==> src/hdl/tdpt_pkg.sv <==
// tdpt_pkg: shared types and constants for the trial division prime test
// holds micro-operation codes, jump conditions, the control word and the status bundle
// no dependencies
`timescale 1ns / 1ps

package tdpt_pkg;

    // width of the step counter
    localparam int STEP_BITS = 4;

    // step addresses of the microprogram
    localparam logic [STEP_BITS-1:0] STEP_WAIT      = 4'd0;
    localparam logic [STEP_BITS-1:0] STEP_INIT      = 4'd1;
    localparam logic [STEP_BITS-1:0] STEP_CHECK     = 4'd2;
    localparam logic [STEP_BITS-1:0] STEP_DIV_START = 4'd3;
    localparam logic [STEP_BITS-1:0] STEP_DIV_STEP  = 4'd4;
    localparam logic [STEP_BITS-1:0] STEP_NEXT_D    = 4'd5;
    localparam logic [STEP_BITS-1:0] STEP_LOOP      = 4'd6;
    localparam logic [STEP_BITS-1:0] STEP_COMPOSITE = 4'd7;
    localparam logic [STEP_BITS-1:0] STEP_PUBLISH   = 4'd8;
    localparam logic [STEP_BITS-1:0] STEP_RETURN    = 4'd9;

    // datapath micro-operations
    typedef enum logic [2:0] {
        OP_NONE,
        OP_INIT,
        OP_DIV_START,
        OP_DIV_STEP,
        OP_NEXT_D,
        OP_CLR_PRIME,
        OP_PUBLISH
    } op_t;

    // jump conditions
    typedef enum logic [2:0] {
        C_NEVER,
        C_ALWAYS,
        C_NO_TAKE,
        C_LT2,
        C_SQ_GT_N,
        C_DIV_MORE,
        C_REM_ZERO,
        C_OUT_BUSY
    } cond_t;

    // one control word of the microprogram
    typedef struct packed {
        op_t                  op;
        cond_t                cond;
        logic [STEP_BITS-1:0] target;
    } ctrl_word_t;

    // datapath flags seen by the sequencer
    typedef struct packed {
        logic in_take;
        logic lt2;
        logic sq_gt_n;
        logic div_more;
        logic rem_zero;
        logic out_busy;
    } status_t;

endpackage

==> src/hdl/tdpt_datapath.sv <==
// tdpt_datapath: operand registers, bit-serial remainder unit, divisor square tracker
// and the output register; driven by micro-operations from the sequencer
// depends on tdpt_pkg
`timescale 1ns / 1ps

module tdpt_datapath
#(
    parameter int VALUE_BITS = 31
)
(
    input  logic                  clk,
    input  logic                  rst_n,
    input  tdpt_pkg::op_t         op,
    input  logic                  in_take,
    input  logic [VALUE_BITS-1:0] candidate,
    input  logic [VALUE_BITS-1:0] upper_bound,
    output tdpt_pkg::status_t     status,
    output logic                  out_valid,
    input  logic                  out_stall,
    output logic [VALUE_BITS-1:0] tested_value,
    output logic                  prime_flag,
    output logic                  report
);
    import tdpt_pkg::*;

    localparam int IDX_BITS = $clog2(VALUE_BITS);
    localparam int SQ_BITS  = 2 * VALUE_BITS;

    logic [VALUE_BITS-1:0] cand_reg;
    logic [VALUE_BITS-1:0] bound_reg;
    logic [VALUE_BITS-1:0] div_reg;
    logic [SQ_BITS-1:0]    sq_reg;
    logic [VALUE_BITS-1:0] rem_reg;
    logic [IDX_BITS-1:0]   bit_reg;
    logic                  prime_reg;

    logic                  out_valid_reg;
    logic [VALUE_BITS-1:0] tested_value_reg;
    logic                  prime_flag_reg;
    logic                  report_reg;

    logic [VALUE_BITS:0]   shifted;
    logic [VALUE_BITS:0]   diff;
    logic                  out_busy;
    logic                  publish;

    // one restoring step: bring down the next candidate bit and subtract if it fits
    assign shifted = {rem_reg, cand_reg[bit_reg]};
    assign diff    = shifted - {1'b0, div_reg};

    assign out_busy = out_valid_reg && out_stall;
    assign publish  = (op == OP_PUBLISH) && !out_busy;

    // flags for the sequencer
    assign status.in_take  = in_take;
    assign status.lt2      = (cand_reg[VALUE_BITS-1:1] == '0);
    assign status.sq_gt_n  = (sq_reg > {{VALUE_BITS{1'b0}}, cand_reg});
    assign status.div_more = (bit_reg != '0);
    assign status.rem_zero = (rem_reg == '0);
    assign status.out_busy = out_busy;

    // operand and working registers
    always_ff @(posedge clk)
    begin
        if (in_take)
        begin
            cand_reg  <= candidate;
            bound_reg <= upper_bound;
        end
        case (op)
            OP_INIT:
            begin
                div_reg   <= VALUE_BITS'(2);
                sq_reg    <= SQ_BITS'(4);
                prime_reg <= 1'b1;
            end
            OP_DIV_START:
            begin
                rem_reg <= '0;
                bit_reg <= IDX_BITS'(VALUE_BITS - 1);
            end
            OP_DIV_STEP:
            begin
                rem_reg <= diff[VALUE_BITS] ? shifted[VALUE_BITS-1:0] : diff[VALUE_BITS-1:0];
                bit_reg <= bit_reg - IDX_BITS'(1);
            end
            OP_NEXT_D:
            begin
                // (d+1)^2 = d^2 + 2d + 1
                div_reg <= div_reg + VALUE_BITS'(1);
                sq_reg  <= sq_reg + {{(VALUE_BITS-1){1'b0}}, div_reg, 1'b0} + SQ_BITS'(1);
            end
            OP_CLR_PRIME:
                prime_reg <= 1'b0;
            default:
            begin
            end
        endcase
    end

    // output register: holds a finished transaction until it is taken
    always_ff @(posedge clk or negedge rst_n)
    begin
        if (!rst_n)
            out_valid_reg <= 1'b0;
        else if (publish)
            out_valid_reg <= 1'b1;
        else if (!out_stall)
            out_valid_reg <= 1'b0;
    end

    always_ff @(posedge clk)
    begin
        if (publish)
        begin
            tested_value_reg <= cand_reg;
            prime_flag_reg   <= prime_reg;
            report_reg       <= prime_reg && (cand_reg < bound_reg);
        end
    end

    assign out_valid    = out_valid_reg;
    assign tested_value = tested_value_reg;
    assign prime_flag   = prime_flag_reg;
    assign report       = report_reg;

endmodule

==> config.mk <==
export PLATFORM = sky130hd
export DESIGN_NAME = tdpt_datapath
export DESIGN_NICKNAME = d
export VERILOG_FILES = /design/src/hdl/tdpt_pkg.sv /design/src/hdl/tdpt_datapath.sv
export SDC_FILE = /design/constraint.sdc
export NUM_CORES = 1
export LEC_CHECK = 0
export ABC_CLOCK_PERIOD_IN_PS = 10500
export BUFFER_PORTS_ARGS = -buffer_cell sky130_fd_sc_hd__clkbuf_2
export CAP_MARGIN = 40
export CORE_MARGIN = 2
export CORE_UTILIZATION = 55
export CTS_BUF_LIST = sky130_fd_sc_hd__clkbuf_16
export DETAILED_ROUTE_END_ITERATION = 6
export PLACE_DENSITY = 0.74
export SLEW_MARGIN = 20
export SYNTH_ARGS = -nofsm -noshare
export SYNTH_HDL_FRONTEND = slang
export SYNTH_SLANG_ARGS = --single-unit
==> constraint.sdc <==
create_clock -name clk -period 10.5 [get_ports clk]
set_input_delay 1.05 -clock clk [delete_from_list [all_inputs] [get_ports clk]]
set_output_delay 1.05 -clock clk [all_outputs]
set_load 0.02 [all_outputs]
==> flow_summary.yaml <==
sta:
  finalCritPeriodShare_pct: 48.0
  relSlewSlack_pct: 42.0
  fmax_mhz: 199
  final.min_clock_period_ps: 5040
  grt_setup_unrepaired: "false"
  finalSetupViolCount: 0
  skew_ps: 10.3
  worst_slew_pin_slew_ps: 859
  slew_violations: 0
  finalHoldViolCount: 0
  tns_ps: 0
critical_path:
  criticalPathCategory: "flop to flop"
  worstSetupEndpointType: "flop"
  critPathLaunchType: "flop"
  critPathLaunch: "bit_reg[0]"
  worst_path_largest_cell_delay_ps: 730
  r2r_start: "bit_reg[0]"
  cp.required_ps: 10760
  worst_path_max_delay_cell: "edfxtp_1"
  r2r_cells: 13
  r2r_slack_ps: 5460
  cp_data_arrival_time_ps: 5300
  cp_max_fo: 33
  path_cells: "mux4_2 -> mux4_2 -> mux2i_1 -> ha_1 -> nor2b_1 -> o31a_1 -> o21ai_2 -> a211oi_1 -> o211a_1 -> or4_4 -> nand3_4 -> mux2i_1 -> nor2_1"
  rr_endpoint: "rem_reg[2]"
flow_run:
  drv_cap: 0
clocking:
  clock_latency_ps: 530
  numCtsBuffers: 26
  ctsHtreeMaxLevel: 1
  ctsHoldBuffers: 0
  cts_setup_buffers: 0
  cts.sinks: 226
  clk_pin_slew_ps: 60
  cts_tree: "done"
  cts_root_buf: "clkbuf_16"
  clockBufferDepth: 3
  ctsResizeCount: 0
yosys:
  synth_warnings: 0
  syn_area_per_cell_um2: 10.3
  synth_top_cell_by_area: "edfxtp_1"
  syn-num-nets: 1605
  ys_seq_elements: 226
  synthFlopType: "edfxtp_1"
  async_flop_share_pct: 0.442
  ys_types: 67
  netlist_instances: 1409
  yosys-top-cells-area: "edfxtp_1 46%, ha_1 11%, nor2_1 4.0%, xnor2_1 3.7%, a21oi_1 3.6%"
  synth_top_area_share_pct: 46.3
  synth-edff-count: 225
  netlist_area_um2: 14600
  seq_area_frac_synth_pct: 46.5
routing:
  totalWireLength_um: 33600
  antenna_left: 0
  drt_iter0_drc: 800
  wl_per_cell_um: 18.0
  drc_errors: 0
  vias_per_cell: 5.98
  vias: 11186
  drt-pass1-iter-count: 5
placement:
  place_congestion: 0.905
  portBuffers: 108
  post-dp-hpwl_um: 24700
grt:
  grt_overflow_total: 0
  grt_pass1_wl_um: 54900
  antenna_found_initial: 0
  track_usage_pct: 23.9
  grt_max_degree: 68
  grt_pass1_vias: 11038
cells_and_area:
  antenna_cells: 0
  multiInputGateArea_um2: 7180
  drive_gt1_share_pct: 12.4
  fill_cells: 2092
  area_growth_pct: 12.1
  seqCellArea_um2: 6780
  largest_reg_flops: 62
  fin_nets: 1713
power:
  power_mw: 2.41
  power.density_nw_per_um2: 147
  p_leak_nw: 6.71
  ir_drop_mv: 0.175
floorplan:
  io_pins: 109
  dieWidth_um: 167
  dieArea_um2: 27800
  initial_core_util_pct: 55.9
  core_um2: 26100
  placementRows: 59
  die_h_um: 167
outcome:
  status: "finished, final reports clean"
worst_hold_path:
  min_path_type: "primary input to async pin"
==> cell families (layout without fill, tap and decap cells) <==
| family | Yosys count | in the layout | synth area share, % |
|---|---|---|---|
| simple gates | 489 | 489 | 16.8 |
| buf+inv | 152 | 279 | 4.37 |
| fa+ha+maj | 127 | 127 | 11.0 |
| xor+xnor | 90 | 90 | 5.41 |
| compound gates | 284 | 284 | 12.3 |
| flops | 226 | 226 | 46.5 |
| mux | 41 | 41 | 3.59 |
==> per-layer routing <==
layer / vias to the layer above / global-route usage [%] / share of wire (%)
met1: 5385 / 31.8 / 44
met2: 292 / 41.5 / 49
li1: 5433 / - / -
met4: 0 / 6.97 / 3.0
met5: - / 0 / 0
met3: 76 / 2.66 / 4.5
==> worst max-delay path, delay by kind of cell, from the launching register on <==
family	cells	cell delay, ps
simple gates	4	1160
mux	4	1730
compound gates	4	870
flops	1	730
fa+ha+maj	1	270
==> cells in the mapped netlist (all sizes together) (20+ instances only) <==
master  instances
ha            126
a21oi         106
nand4          41
edfxtp        225
clkbuf         22
nor2          156
xnor2          62
xor2           28
nor2b          20
nand3          42
nand2b         24
a21o           42
o21ai          50
nand2          76
nor3           35
mux2i          32
inv           113
nor4           28
==> report_power, final <==
group / internal (mW) / leakage, nW / total (mW) / switching [mW]
clock: 0.535 / 0.429 / 0.896 / 0.361
sequential: 1.05 / 2.17 / 1.10 / 0.0470
combinational: 0.172 / 4.11 / 0.411 / 0.239
total: 1.76 / 6.71 / 2.41 / 0.646
==> how the worst max path moves through the flow <==
stage	endpoint	slack, ps
detailed placement	rem_reg[2]	5420
floorplan	div_reg[0]	4900
CTS	rem_reg[19]	5400
global placement	rem_reg[1]	5570
global route	rem_reg[22]	5200
finish	rem_reg[2]	5460
==> stage by stage <==
step                cells  area (µm²)  worst slack [ps]  util [%]  hold slack, ps
finish               1871       16300              5460      62.7             285
global route         1871       16300              5200      62.7             270
CTS                  1870       16300              5400      62.7             273
detailed placement   1823       15500              5420      59.5             529
global placement     1819       15400              5570      59.1             517
floorplan            1409       14600              4900         -             427
==> area by class of cell <==
type                            count  area share (%)
Timing Repair Buffer              119            4.24
Sequential cell                   226            41.5
Clock buffer                       27            4.13
Tap cell                          335            2.57
Inverter                          113            2.60
Clock inverter                     20            1.01
Multi-Input combinational cell   1031            44.0
==> cells in the final DEF (no fill, tap or decap), types with 34 or more instances in the layout <==
master | synthesis | layout
nor2_1 | 156 | 154
inv_1 | 113 | 117
nand2_1 | 76 | 76
a21o_1 | 42 | 42
edfxtp_1 | 225 | 225
xnor2_1 | 62 | 62
clkbuf_2 | 0 | 109
a21oi_1 | 105 | 105
nand4_1 | 41 | 41
ha_1 | 126 | 126
o21ai_0 | 47 | 47
nor3_1 | 34 | 34
nand3_1 | 41 | 41
No activity file was read; power rests on OpenSTA's default activity.
